`config.mk`:
```
export PLATFORM = sky130hd
export DESIGN_NAME = pfpe_ctrl
export DESIGN_NICKNAME = d
export VERILOG_FILES = /design/src/design/page_framebuffer_pixel_engine_top_assert.svh /design/src/design/pfpe_pkg.sv /design/src/design/pfpe_ctrl.sv
export SDC_FILE = /design/constraint.sdc
export NUM_CORES = 1
export LEC_CHECK = 0
export BUFFER_PORTS_ARGS = -buffer_cell sky130_fd_sc_hd__buf_2
export CELL_PAD_IN_SITES_DETAIL_PLACEMENT = 0
export CELL_PAD_IN_SITES_GLOBAL_PLACEMENT = 1
export CORE_AREA = 2 2 39 41
export DETAILED_ROUTE_END_ITERATION = 8
export DIE_AREA = 0 0 41 43
export PLACE_DENSITY_LB_ADDON = 0.05
export SYNTH_ARGS = -nofsm -noshare
export SYNTH_HDL_FRONTEND = slang
export SYNTH_SLANG_ARGS = --single-unit
```
`constraint.sdc`:
```
create_clock -name clk_i -period 1.15 [get_ports clk_i]
set_input_delay 0.1725 -clock clk_i [delete_from_list [all_inputs] [get_ports clk_i]]
set_output_delay 0.1725 -clock clk_i [all_outputs]
set_load 0.03 [all_outputs]
```
`src/design/page_framebuffer_pixel_engine_top_assert.svh`:
```
// assertion macros for the page framebuffer pixel engine
// used by page_framebuffer_pixel_engine_top, no other dependencies
`ifndef PAGE_FRAMEBUFFER_PIXEL_ENGINE_TOP_ASSERT_SVH
`define PAGE_FRAMEBUFFER_PIXEL_ENGINE_TOP_ASSERT_SVH

// same-cycle implication
`define PFPE_ASSERT_IMPL(lbl, clk, rstn, ante, cons, msg) \
  lbl: assert property (@(posedge clk) disable iff (!rstn) (ante) |-> (cons)) \
    else $error(msg);

// next-cycle implication
`define PFPE_ASSERT_NEXT(lbl, clk, rstn, ante, cons, msg) \
  lbl: assert property (@(posedge clk) disable iff (!rstn) (ante) |=> (cons)) \
    else $error(msg);

`endif

```
`src/design/pfpe_pkg.sv`:
```
// shared types, codes and constants of the page framebuffer pixel engine
// no dependencies
`default_nettype none

package pfpe_pkg;

  localparam int unsigned COLUMNS_DEF = 128;
  localparam int unsigned ROWS_DEF    = 64;
  localparam int unsigned CMD_STEPS   = 3;

  localparam logic [7:0] PAGE_CMD   = 8'hb0;
  localparam logic [7:0] COL_HI_CMD = 8'h10;
  localparam logic [7:0] BYTE_ONES  = 8'hff;
  localparam logic [7:0] BYTE_ZERO  = 8'h00;

  // configuration port
  localparam int unsigned APB_AW            = 3;
  localparam int unsigned REG_COLUMN_OFFSET = 0;
  localparam logic [3:0]  OFFSET_RESET      = 4'd2;

  localparam logic [1:0] OP_POINT   = 2'd0;
  localparam logic [1:0] OP_FILL    = 2'd1;
  localparam logic [1:0] OP_REFRESH = 2'd2;

  localparam logic [1:0] PEN_OFF    = 2'd0;
  localparam logic [1:0] PEN_ON     = 2'd1;
  localparam logic [1:0] PEN_INVERT = 2'd2;

  typedef struct packed {
    logic [1:0]        operation;
    logic signed [7:0] x;
    logic signed [7:0] y;
    logic [1:0]        pen;
  } pfpe_in_t;

  typedef struct packed {
    logic [7:0] out_byte;
    logic       is_data;
    logic       frame_end;
  } pfpe_out_t;

  // controller to datapath
  typedef struct packed {
    logic pt_rd;
    logic pt_wr;
    logic fill_start;
    logic fill_rd;
    logic fill_wr;
    logic clear_wr;
    logic ref_rd;
    logic ref_load;
  } pfpe_cmd_t;

  // datapath to controller
  typedef struct packed {
    logic in_panel;
    logic sweep_last;
    logic out_free;
  } pfpe_status_t;

endpackage

`default_nettype wire

```
`src/design/pfpe_ctrl.sv`:
```
// controller state machine of the page framebuffer pixel engine
// depends on pfpe_pkg, drives pfpe_datapath through pfpe_cmd_t
`default_nettype none

module pfpe_ctrl
  import pfpe_pkg::*;
(
  input  wire logic         clk_i,
  input  wire logic         rst_ni,
  input  wire logic         in_valid_i,
  input  wire logic [1:0]   operation_i,
  output logic              in_ready_o,
  input  wire pfpe_status_t status_i,
  output pfpe_cmd_t         cmd_o
);

  localparam logic [2:0] ST_CLEAR   = 3'd0;
  localparam logic [2:0] ST_IDLE    = 3'd1;
  localparam logic [2:0] ST_PT_WR   = 3'd2;
  localparam logic [2:0] ST_FILL_RD = 3'd3;
  localparam logic [2:0] ST_FILL_WR = 3'd4;
  localparam logic [2:0] ST_REF_OUT = 3'd5;

  logic [2:0] state_q, state_d;
  logic       accept;

  assign in_ready_o = (state_q == ST_IDLE);
  assign accept     = in_valid_i && in_ready_o;

  always_comb begin
    state_d = state_q;
    cmd_o   = '0;
    case (state_q)
      ST_CLEAR: begin
        // clearing pass after reset
        cmd_o.clear_wr = 1'b1;
        if (status_i.sweep_last) begin
          state_d = ST_IDLE;
        end
      end
      ST_IDLE: begin
        if (accept) begin
          case (operation_i)
            OP_POINT: begin
              if (status_i.in_panel) begin
                cmd_o.pt_rd = 1'b1;
                state_d     = ST_PT_WR;
              end
            end
            OP_FILL: begin
              cmd_o.fill_start = 1'b1;
              state_d          = ST_FILL_RD;
            end
            OP_REFRESH: begin
              cmd_o.ref_rd = 1'b1;
              state_d      = ST_REF_OUT;
            end
            default: begin
              state_d = ST_IDLE;
            end
          endcase
        end
      end
      ST_PT_WR: begin
        cmd_o.pt_wr = 1'b1;
        state_d     = ST_IDLE;
      end
      ST_FILL_RD: begin
        cmd_o.fill_rd = 1'b1;
        state_d       = ST_FILL_WR;
      end
      ST_FILL_WR: begin
        cmd_o.fill_wr = 1'b1;
        state_d       = status_i.sweep_last ? ST_IDLE : ST_FILL_RD;
      end
      ST_REF_OUT: begin
        // wait for the output slot
        if (status_i.out_free) begin
          cmd_o.ref_load = 1'b1;
          state_d        = ST_IDLE;
        end
      end
      default: begin
        state_d = ST_IDLE;
      end
    endcase
  end

  always_ff @(posedge clk_i or negedge rst_ni) begin
    if (!rst_ni) begin
      state_q <= ST_CLEAR;
    end else begin
      state_q <= state_d;
    end
  end

endmodule

`default_nettype wire

```
==> out/metrics.yaml <==
cts:
  cts_num_sinks: 3
  cts.htree.levels: 1
  root_buffer: "sky130_fd_sc_hd__clkbuf_4"
  ctsLongestPathBuffers: 2
  cts.reportedPaths.clkPinSlew_ns: 0.04
  clock_insertion_delay_worst_skew_ns: 0.23
  cts_made_buffers: 3
  cts_tree: "built"
layout:
  drive_above_1_share_pct: 69.49
  largest_register_ffs: 3
  antenna_cells_inserted: 0
  area_delta_synth_final_pct: 115.0
  final_cell_mix: "9 x sky130_fd_sc_hd__buf_4, 8 x sky130_fd_sc_hd__buf_6, 7 x sky130_fd_sc_hd__buf_2"
  stdcell_count: 75
  most_common_cell_after_layout_fill_and_taps_aside: "sky130_fd_sc_hd__buf_4"
  largest_registers: "state_q x3"
  finalInstanceArea_sq_um: 554.3
  max_flop_register: "state_q"
  finalNetCount: 68
placed_design:
  port_buffers: 16
  gpl.final_weighted_congestion: 0.6968
  place.detailed.hpwl_microns: 630.6
  placed_cells: 69
  placedInstanceArea_sq_um: 409.1
  dp_worst_slack_ns: -0.08720
drt:
  final_antenna_net_count: 0
  drc: 0
  drt_first_iter_violations: 3
  detail_route.first_pass.iterations: 4
  via_per_inst: 4.440
  wire_per_inst_microns: 11.64
  dr_total_vias: 333
  finalWirelength_microns: 873
pwr:
  total_leakage_power_nw: 0.2593
  pwr_density_cell_nw_per_um2: 2886
  vdd.ir_drop.worst_mv: 1.258
worst_setup_path:
  cp.required_ns: 0.98
  cp_max_fo: 4
  start_kind: "flip-flop"
  ff2ff_setup_slack_ns: -0.15
  criticalPathCategory: "flip-flop to output port"
  reg2reg_depth: 6
  crit-reg2reg-capture: "state_q[1]"
  worst_ep_arrival_time_ns: 1.25
  reg2reg_from: "state_q[2]"
  setup.worst_path.end_class: "output port"
logic_synthesis:
  synth.yosys.seq_area_share_pct: 29.13
  synth_largest_type_area_fraction_pct: 29.13
  netlist_area_sq_um: 257.7
  synth.net_count: 39
  synthDominantAreaCellType: "sky130_fd_sc_hd__dfrtp_1"
  synth.yosys.warnings: 0
  syn_inst: 31
  syn-mean-instance-area_sq_um: 8.314
  synth_seq_cells: 3
  yosys.cell_types.count: 19
  yosys-top-cells-area: "sky130_fd_sc_hd__dfrtp_1 29%, sky130_fd_sc_hd__nor2b_1 9.7%, sky130_fd_sc_hd__nor3_2 7.8%"
outcome:
  failing_checks: "setup timing"
  run_status: "finished, violations left"
grt:
  grt_max_degree: 6
  track_usage_pct: 11.68
  globalRoute.totalOverflow: 0
  grt_pass1_vias: 327
  antenna_found_initial: 0
  grt_pass1_wl_microns: 1338
run:
  max_cap_viol_count: 0
floorplanning:
  initial_core_util_pct: 18.63
  die_w_microns: 41
  ios: 17
  placement_rows: 14
  fp.dieArea_sq_um: 1763
  chipHeight_microns: 43
  coreArea_sq_um: 1384
timing:
  fin_crit_sh_pct: 123.7
  max_slew.worst_pin.slew_ns: 0.1792
  slew_violations: 0
  grt_setup_unrepaired: "yes"
  final_period_minus_worst_setup_slack_ns: 1.423
  final_hold_violation_count: 0
  report.final.setup_viol: 12
  tns_ns: -2.033
  setup_slack_ns: -0.2726
  fmaxAchievable_mhz: 702.9
  post_route_skew_ns: 0.003140
  max_slew_margin_pct: 88.00
  final.hold.worst_slack_ns: 0.1476
worst_hold_path:
  hp-start: "status_i[0]"
  hp-class: "input pin to flip-flop"
  worstHoldEndpoint: "state_q[2]"
  hold_path_depth: 2
kinds of logic (layout without fill, tap and decap cells):
logic type	count (synthesis)	in the layout	synth area share, %
buffers and inverters	1	29	4.369
flip-flops	3	3	29.13
AO/OA/AOI/OAI	6	6	16.99
AND/OR/NAND/NOR	21	21	49.51
where the power goes:
| part | internal [W] | switching [W] |
|---|---|---|
| clock | 0.000130 | 0.0000541 |
| combinational | 0.000609 | 0.000565 |
| sequential | 0.000159 | 0.0000820 |
cell usage after synthesis:
| cell | instances |
|---|---|
| sky130_fd_sc_hd__a2bb2oi_1 | 2 |
| sky130_fd_sc_hd__a31oi_1 | 1 |
| sky130_fd_sc_hd__and2_1 | 1 |
| sky130_fd_sc_hd__and2b_1 | 1 |
| sky130_fd_sc_hd__and3_1 | 1 |
| sky130_fd_sc_hd__buf_6 | 1 |
| sky130_fd_sc_hd__dfrtp_1 | 3 |
| sky130_fd_sc_hd__nand2_1 | 2 |
| sky130_fd_sc_hd__nand2b_2 | 1 |
| sky130_fd_sc_hd__nand3_1 | 1 |
| sky130_fd_sc_hd__nor2_1 | 4 |
| sky130_fd_sc_hd__nor2_2 | 1 |
| sky130_fd_sc_hd__nor2b_1 | 4 |
| sky130_fd_sc_hd__nor3_1 | 1 |
| sky130_fd_sc_hd__nor3_2 | 2 |
| sky130_fd_sc_hd__nor3b_1 | 2 |
| sky130_fd_sc_hd__o21ai_0 | 1 |
| sky130_fd_sc_hd__o22ai_1 | 1 |
| sky130_fd_sc_hd__o31a_1 | 1 |
critical path, cell delays in order (launching register included):
cell,delay [ns]
sky130_fd_sc_hd__dfrtp_2,0.44
sky130_fd_sc_hd__nor2_4,0.13
sky130_fd_sc_hd__nand3_2,0.11
sky130_fd_sc_hd__nor3b_2,0.16
sky130_fd_sc_hd__buf_4,0.18
how the worst max path moves through the flow:
stage | startpoint | endpoint | slack [ns] | cells past startpoint
finish | state_q[2] | cmd_o[5] | -0.27 | 4
CTS | state_q[1] | cmd_o[5] | -0.29 | 4
detailed placement | state_q[2] | cmd_o[5] | -0.09 | 4
floorplan | state_q[1] | cmd_o[5] | -0.20 | 4
global route | state_q[2] | cmd_o[5] | -0.34 | 4
global placement | state_q[1] | cmd_o[5] | -0.09 | 4
layer usage:
metal / GRT usage [%] / routed length (microns) / up-vias
met3: 3.141 / 62 / 2
met2: 16.88 / 455 / 17
met4: 10.00 / 19 / 0
met1: 13.31 / 336 / 147
met5: 0 / 0 / -
li1: - / - / 167
stage by stage:
step	util, %	power [W]
4_1_cts	37.16	0.001469
6_report	40.05	0.001600
3_3_place_gp	29.57	0.001057
2_1_floorplan	-	0.0007435
5_1_grt	40.05	0.001714
3_5_place_dp	29.57	0.001049
area by class of cell:
type	instances	area, sq um
clock buffers	4	26.28
fillers	143	829.5
multi-input cells	27	227.7
flip-flops and latches	3	77.57
well taps	16	20.02
repair buffers	25	202.7
what timing repair did:
item / 4_1_cts / 5_1_grt
pin swaps: 7 / 5
hold buffers: 1 / 0
hold endpoints to repair: 3 / 0
resized for setup: 15 / 18
endpoints found under the setup margin: 11 / 12
setup buffers: 2 / 0
(Power assumes the default switching activity.)
